File: config.mk
export PLATFORM = sky130hd
export DESIGN_NAME = sha256_hash_engine_core
export DESIGN_NICKNAME = d
export VERILOG_FILES = /design/src/sha256_pkg.sv /design/src/sha256_hash_engine_core.sv /design/src/sha256_round.sv
export SDC_FILE = /design/constraint.sdc
export NUM_CORES = 2
export LEC_CHECK = 0
export BUFFER_PORTS_ARGS = -buffer_cell sky130_fd_sc_hd__buf_2
export CAP_MARGIN = 0
export CORE_ASPECT_RATIO = 0.9
export CORE_MARGIN = 2
export CORE_UTILIZATION = 65
export CTS_BUF_LIST = sky130_fd_sc_hd__clkbuf_16
export DETAILED_ROUTE_END_ITERATION = 8
export PLACE_DENSITY_LB_ADDON = 0.2
export SLEW_MARGIN = 20
export SYNTH_ARGS = -nofsm -noshare
export SYNTH_HDL_FRONTEND = slang
export SYNTH_SLANG_ARGS = --single-unit
File: constraint.sdc
create_clock -name clk -period 13.3 [get_ports clk]
set_input_delay 2.66 -clock clk [delete_from_list [all_inputs] [get_ports clk]]
set_output_delay 2.66 -clock clk [all_outputs]
set_load 0.01 [all_outputs]
File: src/sha256_pkg.sv
// Shared types and constants of the SHA-256 hash engine.
`default_nettype none

package sha256_pkg;

  typedef struct packed {
    logic [31:0] a;
    logic [31:0] b;
    logic [31:0] c;
    logic [31:0] d;
    logic [31:0] e;
    logic [31:0] f;
    logic [31:0] g;
    logic [31:0] h;
  } work_t;

  localparam logic [31:0] INIT_H [8] = '{
    32'h6a09e667, 32'hbb67ae85, 32'h3c6ef372, 32'ha54ff53a,
    32'h510e527f, 32'h9b05688c, 32'h1f83d9ab, 32'h5be0cd19
  };

  localparam logic [31:0] ROUND_K [64] = '{
    32'h428a2f98, 32'h71374491, 32'hb5c0fbcf, 32'he9b5dba5,
    32'h3956c25b, 32'h59f111f1, 32'h923f82a4, 32'hab1c5ed5,
    32'hd807aa98, 32'h12835b01, 32'h243185be, 32'h550c7dc3,
    32'h72be5d74, 32'h80deb1fe, 32'h9bdc06a7, 32'hc19bf174,
    32'he49b69c1, 32'hefbe4786, 32'h0fc19dc6, 32'h240ca1cc,
    32'h2de92c6f, 32'h4a7484aa, 32'h5cb0a9dc, 32'h76f988da,
    32'h983e5152, 32'ha831c66d, 32'hb00327c8, 32'hbf597fc7,
    32'hc6e00bf3, 32'hd5a79147, 32'h06ca6351, 32'h14292967,
    32'h27b70a85, 32'h2e1b2138, 32'h4d2c6dfc, 32'h53380d13,
    32'h650a7354, 32'h766a0abb, 32'h81c2c92e, 32'h92722c85,
    32'ha2bfe8a1, 32'ha81a664b, 32'hc24b8b70, 32'hc76c51a3,
    32'hd192e819, 32'hd6990624, 32'hf40e3585, 32'h106aa070,
    32'h19a4c116, 32'h1e376c08, 32'h2748774c, 32'h34b0bcb5,
    32'h391c0cb3, 32'h4ed8aa4a, 32'h5b9cca4f, 32'h682e6ff3,
    32'h748f82ee, 32'h78a5636f, 32'h84c87814, 32'h8cc70208,
    32'h90befffa, 32'ha4506ceb, 32'hbef9a3f7, 32'hc67178f2
  };

  localparam logic [5:0] LEN_POS  = 6'd56;
  localparam logic [5:0] LAST_POS = 6'd63;
  localparam logic [5:0] LAST_ROUND = 6'd63;
  localparam logic [2:0] LAST_WORD  = 3'd7;
  localparam logic [7:0] PAD_MARK = 8'h80;

endpackage

`default_nettype wire

File: src/sha256_hash_engine_core.sv
// Top level of the streaming SHA-256 hash engine, one message byte per item.
// A byte item that does not fill the block leaves the engine idle for the next one; the item that
// fills a 64-byte block starts 64 rounds and a fold. A finishing item feeds 9 to 72 padding bytes
// at one a cycle, runs one or two compressions, then gives eight digest words at one per cycle unless stalled.
// A single round unit computes one round per cycle.
// Synchronous reset restores the initial hash values and clears the byte count.
`default_nettype none

module sha256_hash_engine_core (
  input  logic        clk,
  input  logic        rst,
  input  logic        data_valid,
  output logic        data_stall,
  input  logic [7:0]  data_byte,
  input  logic        byte_present,
  input  logic        end_of_message,
  output logic        digest_valid,
  input  logic        digest_stall,
  output logic [31:0] digest_word,
  output logic [2:0]  word_number,
  output logic        final_word
);

  typedef enum logic [2:0] {
    IDLE,
    PAD,
    COMPRESS,
    FOLD,
    EMIT
  } state_t;

  state_t state;

  // Hash state, byte count and the block write pointer.
  logic [31:0] hash [8];
  logic [63:0] byte_total;
  logic [5:0]  fill_pos;
  logic [5:0]  round;
  logic [2:0]  out_cnt;

  // Padding control. The mark byte goes first; the length bytes go only into the
  // block that ends the message, which len_ok tells apart from a block that the
  // mark byte spilled past the length field.
  logic pad_mark;
  logic len_ok;
  logic pad_pending;
  logic last_block;

  // Working variables, schedule window and the bit length shifted out MSB first.
  sha256_pkg::work_t work;
  sha256_pkg::work_t work_next;
  logic [31:0] sched [16];
  logic [31:0] sched_word;
  logic [63:0] len_shift;

  logic        accept;
  logic        wr_en;
  logic [7:0]  wr_byte;
  logic        len_write;
  logic        block_full;
  logic        emit_take;
  logic [63:0] total_next;

  assign accept     = data_valid && (state == IDLE);
  assign emit_take  = digest_valid && !digest_stall;
  assign total_next = byte_total + {63'd0, byte_present};
  assign len_write  = (state == PAD) && !pad_mark && len_ok && (fill_pos >= sha256_pkg::LEN_POS);

  // Byte write into the block, either a message byte or a padding byte.
  always_comb begin
    wr_en   = 1'b0;
    wr_byte = data_byte;
    if (state == IDLE) begin
      wr_en = accept && byte_present;
    end else if (state == PAD) begin
      wr_en = 1'b1;
      if (pad_mark) begin
        wr_byte = sha256_pkg::PAD_MARK;
      end else if (len_write) begin
        wr_byte = len_shift[63:56];
      end else begin
        wr_byte = 8'h00;
      end
    end
  end

  assign block_full = wr_en && (fill_pos == sha256_pkg::LAST_POS);

  sha256_round u_round (
    .work       (work),
    .k_word     (sha256_pkg::ROUND_K[round]),
    .w0         (sched[0]),
    .w1         (sched[1]),
    .w9         (sched[9]),
    .w14        (sched[14]),
    .work_next  (work_next),
    .sched_word (sched_word)
  );

  // Sequencer: state, hash words, counters and the output word counter.
  always_ff @(posedge clk) begin
    if (rst) begin
      state       <= IDLE;
      hash        <= sha256_pkg::INIT_H;
      byte_total  <= 64'd0;
      fill_pos    <= 6'd0;
      round       <= 6'd0;
      out_cnt     <= 3'd0;
      pad_mark    <= 1'b0;
      len_ok      <= 1'b0;
      pad_pending <= 1'b0;
      last_block  <= 1'b0;
    end else begin
      if (wr_en) begin
        fill_pos <= fill_pos + 6'd1;
      end
      if (state != COMPRESS) begin
        round <= 6'd0;
      end
      unique case (state)
        IDLE: begin
          if (accept) begin
            byte_total <= total_next;
            if (end_of_message) begin
              pad_pending <= 1'b1;
              pad_mark    <= 1'b1;
              last_block  <= 1'b0;
            end
            if (block_full) begin
              state <= COMPRESS;
            end else if (end_of_message) begin
              state <= PAD;
            end
          end
        end
        PAD: begin
          pad_mark <= 1'b0;
          // Once a padded block wraps, the next one carries the length.
          if (fill_pos == sha256_pkg::LAST_POS) begin
            len_ok     <= 1'b1;
            last_block <= len_write;
            state      <= COMPRESS;
          end else if (pad_mark) begin
            len_ok <= (fill_pos < sha256_pkg::LEN_POS);
          end
        end
        COMPRESS: begin
          round <= round + 6'd1;
          if (round == sha256_pkg::LAST_ROUND) begin
            state <= FOLD;
          end
        end
        FOLD: begin
          hash[0] <= hash[0] + work.a;
          hash[1] <= hash[1] + work.b;
          hash[2] <= hash[2] + work.c;
          hash[3] <= hash[3] + work.d;
          hash[4] <= hash[4] + work.e;
          hash[5] <= hash[5] + work.f;
          hash[6] <= hash[6] + work.g;
          hash[7] <= hash[7] + work.h;
          if (last_block) begin
            pad_pending <= 1'b0;
            out_cnt     <= 3'd0;
            state       <= EMIT;
          end else if (pad_pending) begin
            state <= PAD;
          end else begin
            state <= IDLE;
          end
        end
        EMIT: begin
          // The digest leaves from hash[0]; initial values refill from the back,
          // so the hash state is ready for the next message after word seven.
          if (emit_take) begin
            for (int j = 0; j < 7; j++) begin
              hash[j] <= hash[j + 1];
            end
            hash[7] <= sha256_pkg::INIT_H[out_cnt];
            out_cnt <= out_cnt + 3'd1;
            if (out_cnt == sha256_pkg::LAST_WORD) begin
              byte_total <= 64'd0;
              last_block <= 1'b0;
              state      <= IDLE;
            end
          end
        end
        default: begin
          state <= IDLE;
        end
      endcase
    end
  end

  // Datapath registers: block and schedule window, working variables, length.
  always_ff @(posedge clk) begin
    if (accept && end_of_message) begin
      len_shift <= {total_next[60:0], 3'b000};
    end else if (len_write) begin
      len_shift <= {len_shift[55:0], 8'h00};
    end

    if (wr_en) begin
      case (fill_pos[1:0])
        2'd0: sched[fill_pos[5:2]][31:24] <= wr_byte;
        2'd1: sched[fill_pos[5:2]][23:16] <= wr_byte;
        2'd2: sched[fill_pos[5:2]][15:8]  <= wr_byte;
        2'd3: sched[fill_pos[5:2]][7:0]   <= wr_byte;
      endcase
    end else if (state == COMPRESS) begin
      for (int j = 0; j < 15; j++) begin
        sched[j] <= sched[j + 1];
      end
      sched[15] <= sched_word;
    end

    if (block_full) begin
      work <= {hash[0], hash[1], hash[2], hash[3], hash[4], hash[5], hash[6], hash[7]};
    end else if (state == COMPRESS) begin
      work <= work_next;
    end
  end

  assign data_stall   = (state != IDLE);
  assign digest_valid = (state == EMIT);
  assign digest_word  = hash[0];
  assign word_number  = out_cnt;
  assign final_word   = (out_cnt == sha256_pkg::LAST_WORD);

endmodule

`default_nettype wire

File: src/sha256_round.sv
// One SHA-256 compression round together with one message schedule step.
`default_nettype none

module sha256_round (
  input  sha256_pkg::work_t work,
  input  logic [31:0]       k_word,
  input  logic [31:0]       w0,
  input  logic [31:0]       w1,
  input  logic [31:0]       w9,
  input  logic [31:0]       w14,
  output sha256_pkg::work_t work_next,
  output logic [31:0]       sched_word
);

  function automatic logic [31:0] rotr(input logic [31:0] x, input logic [4:0] n);
    return 32'({x, x} >> n);
  endfunction

  logic [31:0] big1;
  logic [31:0] choose;
  logic [31:0] t1;
  logic [31:0] big0;
  logic [31:0] major;
  logic [31:0] s0;
  logic [31:0] s1;

  assign big1   = rotr(work.e, 5'd6) ^ rotr(work.e, 5'd11) ^ rotr(work.e, 5'd25);
  assign choose = (work.e & work.f) ^ (~work.e & work.g);
  assign t1     = work.h + big1 + choose + k_word + w0;
  assign big0   = rotr(work.a, 5'd2) ^ rotr(work.a, 5'd13) ^ rotr(work.a, 5'd22);
  assign major  = (work.a & work.b) ^ (work.a & work.c) ^ (work.b & work.c);

  assign work_next = '{
    a: t1 + big0 + major,
    b: work.a,
    c: work.b,
    d: work.c,
    e: work.d + t1,
    f: work.e,
    g: work.f,
    h: work.g
  };

  // The window holds W[i] .. W[i+15]; this forms W[i+16].
  assign s0 = rotr(w1, 5'd7) ^ rotr(w1, 5'd18) ^ (w1 >> 3);
  assign s1 = rotr(w14, 5'd17) ^ rotr(w14, 5'd19) ^ (w14 >> 10);
  assign sched_word = s1 + w9 + s0 + w0;

endmodule

`default_nettype wire

Yosys cells after proc, flatten, opt, wreduce, memory -nomap -nowiden
Memories as Yosys holds them, arrays and structs flattened. Index checks and enable logic that the tools add are counted.

Multiplexer cells: 66. Bitwise logic cells: 19. $add $sub $neg: 22. Magnitude comparators: 4. Reduce and logical (&&, ||, !) cells: 31. Equal/unequal tests: 19.

Operators with widths (count): $mux W256 (3); $add A32 B32 Y32 (18); $pmux W256 S2 (1); $mux W64 (5); $xor A32 B32 Y32 (9); $and A32 B32 Y32 (5); $mux W32 (5); $pmux W64 S2 (1); $add A64 B1 Y64 (1); $mux W8 (4); $not A32 Y32 (1); $reduce_or A32 Y1 (1); $xor A32 B22 Y32 (1); $xor A32 B29 Y32 (1); $mux W3 (10); $mux W1 (28); $reduce_bool A2 Y1 (8); $pmux W3 S5 (1); $add A6 B1 Y6 const B (2); $eq A6 B6 Y1 const B (2); $mux W6 (2); $reduce_and A6 Y1 (2); $logic_and A1 B1 Y1 (8); $mux W4 (2); 26 further kinds (40).

RAM bits: 512. Memories kept: 3. Logic and storage cells: 190. Bits of input ports: 14. Memory bits (read-only): 2304. Register bits after elaboration: 659. Output and inout bits: 38.

Memories: (no name shown) (depth 64, bits a word 32, rd ports 1, clocked after memory_dff 0, write ports 0, RTL line sha256_hash_engine_core.sv:91) `.k_word (sha256_pkg::ROUND_K[round]),`; sched (depth 16, bits a word 32, rd ports 16, clocked after memory_dff 0, write ports 16, RTL line sha256_hash_engine_core.sv:52) `logic [31:0] sched [16];`; (no name shown) (depth 8, bits a word 32, rd ports 1, clocked after memory_dff 0, write ports 0, RTL line sha256_hash_engine_core.sv:179) `hash[7] <= sha256_pkg::INIT_H[out_cnt];`.

Logic depth before layout (Yosys ltp)
Depth in word-level cells: 10. Mapped depth: 36. Depth with buffers taken out: 34.

By module
Synthesis repeated with hierarchy kept, for this count alone.

Cells, all modules: 8337. Area total of the unflattened synthesis: 80623.6 um^2.

Modules (own cells, without submodules): sha256_hash_engine_core (cells an instance 6374, area an instance 64843.4 um^2, times used 1, seq. area each 31680.4 um^2); sha256_round (cells an instance 1963, area an instance 15780.1 um^2, times used 1, seq. area each 0.0 um^2).

Worst setup path after synthesis
No wires, ideal clock.

Path kind: input to register. From: in data_valid. To: reg, netlist name work[0]. Cell stages on the path: 9. Data required time: 12.672 ns. Data arrival time: 9.410 ns. Setup slack: 3.262 ns. Path buffers: 3. Library setup time: 0.628 ns. Cells stage by stage: inv_1 nor2_1 nand2_1 nand2_1 clkbuf_1 nand2_1 clkbuf_1 buf_1 nand2_1.

Cells in the longest elaborated chain, start to end: 5.

RTL lines: from (decl) (RTL line sha256_hash_engine_core.sv:12) `input logic data_valid,`; $logic_and A1 B1 Y1 (RTL line sha256_hash_engine_core.sv:64) `assign accept = data_valid && (state == IDLE);`; $logic_and A1 B1 Y1 (RTL line sha256_hash_engine_core.sv:74) `wr_en = accept && byte_present;`; $mux W1 (RTL line sha256_hash_engine_core.sv:73) `if (state == IDLE) begin`; $logic_and A1 B1 Y1 (RTL line sha256_hash_engine_core.sv:87) `assign block_full = wr_en && (fill_pos == sha256_pkg::LAST_POS);`; $reduce_bool A2 Y1 (no source line).

No other way between the ends. A chain may end at the register's enable or synchronous reset.

Worst setup path after layout
From: reg round[2]. To: reg, netlist name work[254].

Cells in the longest elaborated chain, start to end: 10.

RTL lines: from (decl) (RTL line sha256_hash_engine_core.sv:38) `logic [5:0] round;`; from (signal assigned) (RTL line sha256_hash_engine_core.sv:148) `round <= round + 6'd1;`; $not A6 Y7 (implied by the code) (RTL line sha256_hash_engine_core.sv:91); $mem_v2 Z64 W32; $mux W32 (implied by the code) (2 in series) (RTL line sha256_hash_engine_core.sv:91); $add A32 B32 Y32 (2 in series) (RTL line sha256_round.sv:29) `assign t1 = work.h + big1 + choose + k_word + w0;`; $add A32 B32 Y32 (2 in series) (RTL line sha256_round.sv:34) `a: t1 + big0 + major,`; $mux W256 (RTL line sha256_hash_engine_core.sv:219) `end else if (state == COMPRESS) begin`; $mux W256 (RTL line sha256_hash_engine_core.sv:217) `if (block_full) begin`.

No other way between the ends. The select of a mux whose other input is x is not followed.

==> metrics.txt <==
DR vias 65264; row count 120; crit path kind flip-flop to flip-flop; Placeable Area 119000 um^2; count of final max-slew check failures 0; status complete, no violations; WHS 0.512 ns; nets@finish 8728; Async S/R FF share, synth 0%; worst rel slew slack 14.4%; Synth Instances 8409; routed wire length 253000 um; CTS max path bufs 3; worst min-delay path class flip-flop to flip-flop; largest stage delay on the critical path 0.72 ns; vias in the first global route 61029; final setup fails 0; most frequent cells in the layout nand2_1, edfxtp_1, a21o_1; Tmin final 9.33 ns; clock sink total 1168; register bit total from synthesis 1168; post-route met1 wirelength 101000 um; antenna violations before repair 3; met2 routed WL 112000 um; Util after Layout 69.7%; Die W 369 um; starting density of the core 65.5%; DPL Wire Length 178000 um; Clk Latency, worst-skew pair 0.82 ns; Fmax 0.107 GHz; crit path DAT 9.82 ns; CP endpoint kind flip-flop; Worst EP required 13.79 ns; wire length on met3 28100 um; Netlist cell types 106; skew final 0.0777 ns; largest net degree at the start of global routing 232; post-CTS setup buffers 0; IO Count 52; PwrDens 105 nW/um^2; Routed Antenna Nets 0; total CTS buffers 120; root buf cell clkbuf_16; DRT Pass-1 Iters 7; Layout fillers 9017; setup TNS 0 ns; Worst R2R Setup Slack 3.97 ns; Startpoint Class flip-flop; Max VDD drop 126 uV; hold buffer count at CTS 0; max-cap check violation count 0; Layout area overhead 6.35%; TritonCTS clock tree yes; Mean Syn Cell Area 9.27 um^2; CP delay by family, top compound AO/OA/AOI/OAI gates; Tot GR Track Use 40.3%; fin crit share 70.1%; post-place setup slack 4.20 ns; Clock transition at path regs 0.07 ns; die area 123000 um^2; routability cong. 1.03; die height 333 um; Seq/Total Area, Yosys 40.6%; Yosys warning count 0; top sig layer met5; ys flop type edfxtp_1; Worst Tran Pin Value 1.28 ns; P_leak 34.6 nW; Final Hold Fails 0; most common cell after layout, fill and taps aside nand2_1; share of layout cells above drive strength 1 5.12%; DR iter-0 viols 8183; syn_nets 9031; Via-to-Cell Ratio 6.66; Congestion Overflow GR 0; H-tree lvl count 3; DRC errors left 0; crit path buf inv count 5; Post-synth EDFFs 829; PostCTS Resize Cnt 0; RSZ-0062 raised after global routing no; Max stage delay cell, worst path a2111oi_0; first-pass GRT wire length 378000 um; crit path max fanout 61; Cell Area, Synth 77900 um^2; PnR worst setup slack 3.97 ns; # port buffers 51; DR WL/cell 25.8 um
## report_power, final
group	internal [mW]	total, mW	switching [mW]
Combinational	0.473	1.17	0.694
Sequential	3.96	3.97	0.0154
Clock	2.00	3.57	1.57
Total	6.43	8.71	2.28
## kinds of logic (layout without fill, tap and decap cells)
kind of cell / after synthesis / in the layout / share of synthesized area, %
compound gates: 2526 / 2526 / 21.0
xor+xnor: 608 / 608 / 6.83
fa+ha+maj: 630 / 630 / 11.9
buf+inv: 998 / 798 / 5.04
flops: 1168 / 1168 / 40.6
mux: 64 / 64 / 0.954
other cells: 0 / 4 / 0
simple gates: 2415 / 2415 / 13.6
## cell type report
type	instances	area (um^2)	share of cell area (%)
Tap cell	1586	1980	2.39
Inverter	446	1690	2.03
Sequential cell	1168	31700	38.2
Multi-Input combinational cell	6243	42500	51.2
Clock inverter	100	1010	1.22
Timing Repair Buffer	127	910	1.10
Antenna cell	4	10.0	0.0121
Clock buffer	125	3130	3.77
## registers in the layout, indices dropped and copies added (netlist names), 6 cells and up
register,count
byte_total,61
digest_word,32
fill_pos,6
hash,224
len_shift,61
round,6
sched,512
work,256
## cells in the mapped netlist (all sizes together), types with 51 or more instances
library cell / number / area [um^2]
a21oi: 537 / 2700
buf: 70 / 392
dfxtp: 339 / 6790
xor2: 193 / 1690
o21a: 64 / 480
o211ai: 84 / 631
or3: 68 / 425
nand2b: 51 / 319
nor2: 502 / 1890
a21o: 659 / 4950
ha: 413 / 5170
o21ai: 645 / 3240
nand3: 110 / 556
nor3: 121 / 611
a31oi: 61 / 382
fa: 195 / 3900
clkbuf: 482 / 1860
inv: 445 / 1670
nand2: 1264 / 4740
a211oi: 91 / 701
edfxtp: 829 / 24900
and3: 56 / 350
nor2b: 65 / 407
xnor2: 415 / 3630
## worst paths after layout
kind,startpoint,end,cells after the start
setup / recovery,round[2],work[254],32
setup reg to reg,round[2],work[254],32
hold reg to reg,sched[15][10],sched[14][10],1
hold / removal,sched[15][10],sched[14][10],1
## metal layers
metal  global-route usage, %  vias to the layer above
met2                    61.2                     3690
met3                    9.69                      703
li1                        -                    29201
met5                   0.785                        -
met4                    16.5                        6
met1                    55.4                    31664
## metrics by stage
step	std cells	area, um^2	power [mW]
global placement	9570	78700	5.16
global route	9796	82900	8.96
CTS	9795	82900	8.70
detailed placement	9570	78700	5.19
finish	9799	82900	8.71
floorplan	8409	77900	4.88
(Power assumes the default switching activity.)
